$ cat config.mk
export PLATFORM = sky130hd
export DESIGN_NAME = tefa_ctrl
export DESIGN_NICKNAME = d
export VERILOG_FILES = /design/src/rtl/tefa_pkg.sv /design/src/rtl/tefa_ctrl.sv
export SDC_FILE = /design/constraint.sdc
export NUM_CORES = 1
export LEC_CHECK = 0
export BUFFER_PORTS_ARGS = -buffer_cell sky130_fd_sc_hd__buf_4
export CAP_MARGIN = 20
export CORE_ASPECT_RATIO = 1.4
export CORE_MARGIN = 5
export CORE_UTILIZATION = 40
export CTS_CLUSTER_SIZE = 28
export DETAILED_ROUTE_END_ITERATION = 10
export PLACE_DENSITY = 0.62
export SKIP_CTS_REPAIR_TIMING = 1
export SKIP_LAST_GASP = 1
export SYNTH_ARGS = -nofsm -noshare
export SYNTH_HDL_FRONTEND = slang
export SYNTH_SLANG_ARGS = --single-unit
$ cat constraint.sdc
create_clock -name clk -period 1.88 [get_ports clk]
set_input_delay 0.47 -clock clk [delete_from_list [all_inputs] [get_ports clk]]
set_output_delay 0.47 -clock clk [all_outputs]
set_load 0.03 [all_outputs]
$ cat src/rtl/tefa_pkg.sv
// Shared types, codes and constants of the two-ended first-fit allocator.
// No dependencies; every other file but the assertion header imports this package.
`default_nettype none
package tefa_pkg;

  localparam int DEF_ARENA_BYTES  = 4096;
  localparam int DEF_HEADER_BYTES = 16;
  localparam int CALC_W           = 18;
  localparam logic [11:0] THRESHOLD_RESET = 12'd100;

  localparam logic [2:0] ST_OK        = 3'd0;
  localparam logic [2:0] ST_NO_SPACE  = 3'd1;
  localparam logic [2:0] ST_OUT_BOUND = 3'd2;
  localparam logic [2:0] ST_DBL_FREE  = 3'd3;
  localparam logic [2:0] ST_NOT_ALLOC = 3'd4;

  typedef struct packed {
    logic        action;
    logic [15:0] operand_value;
  } in_req_t;

  typedef struct packed {
    logic [2:0]  status;
    logic [15:0] payload_offset;
  } out_rsp_t;

  typedef enum logic [4:0] {
    OP_NONE, OP_CLR_STEP, OP_LATCH, OP_INIT_ARENA, OP_SMALL_START, OP_RD_MID,
    OP_UP_START, OP_DOWN_START, OP_RD_W, OP_STEP_UP, OP_STEP_DOWN,
    OP_SETUP_SMALL, OP_SETUP_UP, OP_SETUP_DOWN, OP_PH_INIT, OP_PH_STEP,
    OP_G_T, OP_G_W, OP_G_NOSPLIT, OP_NOSPACE, OP_F_OOB, OP_F_RD_H,
    OP_F_NOTALLOC, OP_F_DBL, OP_F_SET, OP_F_RD_Q, OP_F_MERGE_Q, OP_F_RD_N,
    OP_F_MERGE_N
  } op_t;

  typedef enum logic [4:0] {
    S_CLEAR, S_IDLE, S_DISPATCH, S_A_START, S_A_SEL, S_U_GO,
    S_RD_S, S_EV_S, S_RD_U, S_EV_U, S_RD_D, S_EV_D,
    S_G_DEC, S_PH, S_G_T, S_G_W, S_NOSPACE,
    S_F_CHK, S_F_EVH, S_F_Q, S_F_EVQ, S_F_N, S_F_EVN, S_DONE
  } state_t;

  typedef struct packed {
    logic clr_last;
    logic ready;
    logic act;
    logic is_small;
    logic w_end;
    logic fit;
    logic split;
    logic ph_last;
    logic free_bad;
    logic mark;
    logic free;
    logic pv_ok;
    logic nx_ok;
  } stat_t;

endpackage
`default_nettype wire

$ cat src/rtl/tefa_ctrl.sv
// Sequencer of the allocator: walks the block list and issues one datapath
// operation per cycle. Depends on tefa_pkg.
`default_nettype none
module tefa_ctrl (
  input  wire logic            clk,
  input  wire logic            rst_n,
  input  wire logic            start,
  input  wire tefa_pkg::stat_t stat,
  output tefa_pkg::op_t        op,
  output logic                 busy,
  output logic                 out_valid
);
  import tefa_pkg::*;

  state_t state_r, state_nxt;

  always_ff @(posedge clk) begin
    if (!rst_n) begin
      state_r <= S_CLEAR;
    end else begin
      state_r <= state_nxt;
    end
  end

  always_comb begin
    state_nxt = state_r;
    case (state_r)
      S_CLEAR:    if (stat.clr_last) state_nxt = S_IDLE;
      S_IDLE:     if (start) state_nxt = S_DISPATCH;
      S_DISPATCH: state_nxt = stat.act ? S_F_CHK : S_A_START;
      S_A_START:  state_nxt = S_A_SEL;
      S_A_SEL:    state_nxt = stat.is_small ? S_RD_S : S_U_GO;
      S_U_GO:     state_nxt = S_RD_U;
      S_RD_S:     state_nxt = stat.w_end ? S_NOSPACE : S_EV_S;
      S_EV_S:     state_nxt = stat.fit ? S_G_DEC : S_RD_S;
      S_RD_U:     state_nxt = stat.w_end ? S_RD_D : S_EV_U;
      S_EV_U:     state_nxt = stat.fit ? S_G_DEC : S_RD_U;
      S_RD_D:     state_nxt = stat.w_end ? S_NOSPACE : S_EV_D;
      S_EV_D:     state_nxt = stat.fit ? S_G_DEC : S_RD_D;
      S_G_DEC:    state_nxt = stat.split ? S_PH : S_DONE;
      S_PH:       if (stat.ph_last) state_nxt = S_G_T;
      S_G_T:      state_nxt = S_G_W;
      S_G_W:      state_nxt = S_DONE;
      S_NOSPACE:  state_nxt = S_DONE;
      S_F_CHK:    state_nxt = stat.free_bad ? S_DONE : S_F_EVH;
      S_F_EVH:    state_nxt = (!stat.mark || stat.free) ? S_DONE : S_F_Q;
      S_F_Q:      state_nxt = stat.pv_ok ? S_F_EVQ : S_F_N;
      S_F_EVQ:    state_nxt = S_F_N;
      S_F_N:      state_nxt = stat.nx_ok ? S_F_EVN : S_DONE;
      S_F_EVN:    state_nxt = S_DONE;
      S_DONE:     state_nxt = S_IDLE;
      default:    state_nxt = S_CLEAR;
    endcase
  end

  always_comb begin
    op        = OP_NONE;
    busy      = (state_r != S_IDLE);
    out_valid = (state_r == S_DONE);
    case (state_r)
      S_CLEAR:   op = OP_CLR_STEP;
      S_IDLE:    if (start) op = OP_LATCH;
      S_A_START: if (!stat.ready) op = OP_INIT_ARENA;
      S_A_SEL:   op = stat.is_small ? OP_SMALL_START : OP_RD_MID;
      S_U_GO:    op = OP_UP_START;
      S_RD_S:    if (!stat.w_end) op = OP_RD_W;
      S_RD_U:    op = stat.w_end ? OP_DOWN_START : OP_RD_W;
      S_RD_D:    if (!stat.w_end) op = OP_RD_W;
      S_EV_S:    op = stat.fit ? OP_SETUP_SMALL : OP_STEP_UP;
      S_EV_U:    op = stat.fit ? OP_SETUP_UP : OP_STEP_UP;
      S_EV_D:    op = stat.fit ? OP_SETUP_DOWN : OP_STEP_DOWN;
      S_G_DEC:   op = stat.split ? OP_PH_INIT : OP_G_NOSPLIT;
      S_PH:      op = OP_PH_STEP;
      S_G_T:     op = OP_G_T;
      S_G_W:     op = OP_G_W;
      S_NOSPACE: op = OP_NOSPACE;
      S_F_CHK:   op = stat.free_bad ? OP_F_OOB : OP_F_RD_H;
      S_F_EVH: begin
        if (!stat.mark) begin
          op = OP_F_NOTALLOC;
        end else if (stat.free) begin
          op = OP_F_DBL;
        end else begin
          op = OP_F_SET;
        end
      end
      S_F_Q:     if (stat.pv_ok) op = OP_F_RD_Q;
      S_F_EVQ:   if (stat.free) op = OP_F_MERGE_Q;
      S_F_N:     if (stat.nx_ok) op = OP_F_RD_N;
      S_F_EVN:   if (stat.free) op = OP_F_MERGE_N;
      default:   op = OP_NONE;
    endcase
  end

endmodule
`default_nettype wire

# Yosys cells after proc, flatten, opt, wreduce, memory -nomap -nowiden
# Index checks and enable logic that the tools add are counted.
# W data, S select, Z words.
# op_classes
add_sub_neg,0
n_mux,34
multipliers,0
order_cmp,0
bitwise,0
shift,0
eq_ne,27
reduce_logical,6
div_mod_pow,0
# ops
cell,count
$pmux W5 S22,1
$pmux W5 S21,1
$mux W5,12
$eq A5 B4 Y1 const B,8
$eq A5 B5 Y1 const B,8
$eq A5 B3 Y1 const B,4
$mux W4,5
$mux W3,6
$eq A5 B2 Y1 const B,2
$mux W2,5
$ne A2 B2 Y1 const B,3
$eq A5 B1 Y1 const B,1
$logic_not A5 Y1,1
$ne A5 B1 Y1 const B,1
$mux W1,4
$reduce_and A3 Y1,1
$reduce_or A3 Y1,1
$reduce_or A2 Y1,1
$logic_not A1 Y1,1
$logic_or A1 B1 Y1,1
# totals
n_memories,0
out_inout_bits,7
latchBits,0
mem_bits_rw,0
input_bits,16
register_bits,5
romBits,0
word_cells,68

# Depth between registers and ports, before layout
# logic_depth
depth_word,4
mapped_depth,7
mapped_depth_nobuf,5

# Least setup slack after synthesis
# Ideal clock, no wire load.
# synth_timing
kind,reg2out
startpoint,register state_r[2]
endpoint,output op[1]
t_required_ps,1410
n_path_buf,2
stages_incl_launch_ff,8
setup_slack_ps,-183
arrival_ps,1593
cell_sequence,dfxtp_1 > buf_6 > buf_2 > nor2_1 > nand4_1 > nor2_1 > a221oi_1 > nand3_1
# synth_via
elab_chain_cells,3
elab_cells_between_ends,24
cone_classes,eq/ne: 21; mux: 1; reduce/logical: 2
# synth_lines
item,line_no,source
"start, declared",tefa_ctrl.sv:15,"state_t state_r, state_nxt;"
"start signal, assigned",tefa_ctrl.sv:21,state_r <= state_nxt;
$eq A5 B4 Y1 / $eq A5 B3 Y1 (equally long branches),tefa_ctrl.sv:60,case (state_r)
$reduce_or A2 Y1 (no line),--,
$pmux W5 S21 (*),tefa_ctrl.sv:60,
"end, declared",tefa_ctrl.sv:9,"output tefa_pkg::op_t op,"
# Mark *: on every way between the ends. The rest lies on a longest branch, timed or not.

# Worst setup path after layout
# layout_timing
startpoint,register state_r[3]
endpoint,output op[0]
# Same word-level chain as after synthesis.

==> impl_results.md <==
- Vias: 1681
- Top flop regs: state_r x5
- Critical path's slowest cell: dfxtp_2
- Layout Skew: 0.00391 ns
- Post-route minimum period: 2.26 ns
- End-of-flow core utilization: 68.1%
- Failing checks: negative setup slack
- Final wirelength: 4780 µm
- Sw power: approximately 1 mW
- Vias in the first global route: 1611
- Dpl cells: about 260
- Tot GR Track Use: 25.4%
- Most frequent cell after synthesis: nor2_1
- Largest net degree at the start of global routing: 16
- First-pass GRT wire length: 7450 µm
- Pins Over Slew Limit: 0
- IO Port Bufs: 22
- Int Pwr: 1.07 mW
- Sw frac: 48.8%
- Crit path top cell by count: buf_4
- Synth Cell Area: 1090 µm²
- Final std cells w/o fill: 273
- Reg-to-reg startpoint: state_r[0]
- Synth Warn #: 0
- Synth area leader: dfxtp_1
- TritonCTS clock tree: built
- CP max stage delay: 0.36 ns
- Syn_nets: ~190
- Most flops, register: state_r
- Clock-pin slew on the worst setup and hold paths: 0.04 ns
- TritonCTS Buffers: 3
- Share of cells above drive strength 1: a little over two fifths
- Depth of the CTS H-tree: 1
- Leading post-synthesis cells by cell area: dfxtp_1 9.2%, nor2_1 7.2%, a21oi_1 5.5%
- Area growth from synthesis to layout: 63.5%
- Die width: 54.1 µm
- Primary FF master, synth: dfxtp_1
- Wire per inst: 17.5 µm
- RSZ-0062 raised after global routing: true
- Core Rows: 22
- Io pins: 23
- Number of distinct library cells after synthesis: 48
- Critical Path Sink Type: primary output
- Pwr Total: approximately 2.1 mW
- Routability cong.: around 0.98
- Gate power share: between 80% and 90%
- Worst slew pin tran: 0.401 ns
- Commonest cells in the netlist: 21 x nor2_1, 16 x nand2_1, 12 x a21oi_1
- 1st-iter DRT viols: 103
- Setup violators final: 5
- Setup ws final: -0.381 ns
- Dpl hpwl: 3630 µm
- Seq/Total Area, Yosys: 9.18%
- Vias per cell: between 6 and 7
- Antenna diodes: 0
- Fin Setup TNS: -1.71 ns
- Drt first pass iters: 4
- Initial antenna violation count: 0
- Arrival time worst endpoint: 1.79 ns
- Hold path start: rst_n
- Worst-path cell chain: buf_4 -> and2b_2 -> a22oi_1 -> nor2_1 -> o21ai_0 -> nand3_2 -> buf_4
- Number of synthesized flops with an enable pin: 0
- Yosys top cell area share: 9.18%
- Clock root cell: clkbuf_4
- CP Class: reg2out
- Slew margin rel.: 72.6%
- FMAX: between 400 and 500 MHz
- Gr ovfl total: 0
- Fin crit share: 120%
- Fillers: 239
- Sink Count: 5
- Drc violations: 0
- Worst setup path startpoint: state_r[3]
- Data required time at the worst endpoint: 1.41 ns
- Chip height: 71.8 µm
- Hold WC Path Type: in2reg
- Post-synthesis register bit count: 5
- Max reg flops: 5
- Clk buf depth: 2
- Leakage Power: approximately 0.76 nW
- FFs w/ async S/R, synth: 0%
- Status: complete, but fails checks
- Full die area: 3880 µm²
- Peak supply drop: 0.000684 V
- Syn Area/Cell: 6.34 µm²
- Antenna-violating nets left: 0
- Worst skew pair latency: 0.24 ns
- Worst setup SP type: flop
- Clock power share: 6.1%
- PwrDens: 1170 nW/µm²
- Max Cap Violations: 0
- Cells after synthesis: 172
- Endpoints failing hold: 0
- NumNets Final: 254
- CP Max Fanout: 6
- Flop pwr share: roughly a tenth
- Starting Density: 41.7%
- Core area: roughly 2600 µm²
-- final cells by class --
class                   instances  area, µm²  area share (%)
clock buffers                   4       26.3            1.47
inverters                       6       22.5            1.26
multi-input cells             143        906            50.8
flip-flops and latches          5        111            6.25
well taps                      36       45.0            2.53
repair buffers                 79        671            37.6
-- metal layers --
metal  track usage (%)  vias up  routed length (µm)
li1                  -      778                   -
met1              31.8      777                1800
met2              39.8      105                2370
met3              3.74       21                 405
met4              15.2        0                 215
met5                 0        -                   0
-- final timing paths --
kind	cells after the start	slack, ns	end
max	7	-0.38	op[0]
min	3	0.48	state_r[0]
max reg2reg	8	0.09	state_r[0]
min reg2reg	3	0.81	state_r[2]
-- cells by family (layout without fill, tap and decap cells) --
logic type	Yosys count	count (layout)	share of synthesized area (%)
AOI/OAI and AO/OA	63	63	38.8
muxes	1	1	2.07
buffers and inverters	24	89	12.4
and+or+nand+nor	78	78	36.7
DFF	5	5	9.19
xor gates and xnor gates	1	1	0.804
-- metrics by stage --
stage / instance area, µm² / hold slack, ns / setup slack, ns
global placement: 1630 / 0.721 / -0.219
finish: 1780 / 0.481 / -0.381
detailed placement: 1630 / 0.720 / -0.264
floorplan: 1140 / 0.585 / -0.0177
CTS: 1660 / 0.469 / -0.447
global route: 1780 / 0.491 / -0.465
-- placed cells by master, fill, tap and decap left out, types with 4 or more instances in the layout --
cell,synthesis,routed
nand3_1,7,5
buf_6,2,6
buf_4,5,69
nor3_1,8,6
a21oi_1,12,10
nor2b_1,6,6
o211ai_1,4,4
nand2_1,16,16
a31oi_1,7,7
o21ai_1,3,6
nand2b_1,4,4
o21ai_0,11,8
nor2_1,21,20
-- power by group through the flow --
stage	Combinational (mW)	Sequential (mW)	Clock, mW
CTS	1.56	0.192	0.131
floorplan	0.970	0.153	0
finish	1.76	0.207	0.127
detailed placement	1.55	0.195	0
global route	1.87	0.213	0.143
global placement	1.54	0.196	0
-- critical path, delay by kind of cell (launching register included) --
family / cells / cell delay [ns]
simple gates: 3 / 0.41
compound gates: 2 / 0.46
flops: 1 / 0.36
buf+inv: 2 / 0.32
No activity file was read; power rests on OpenSTA's default activity.
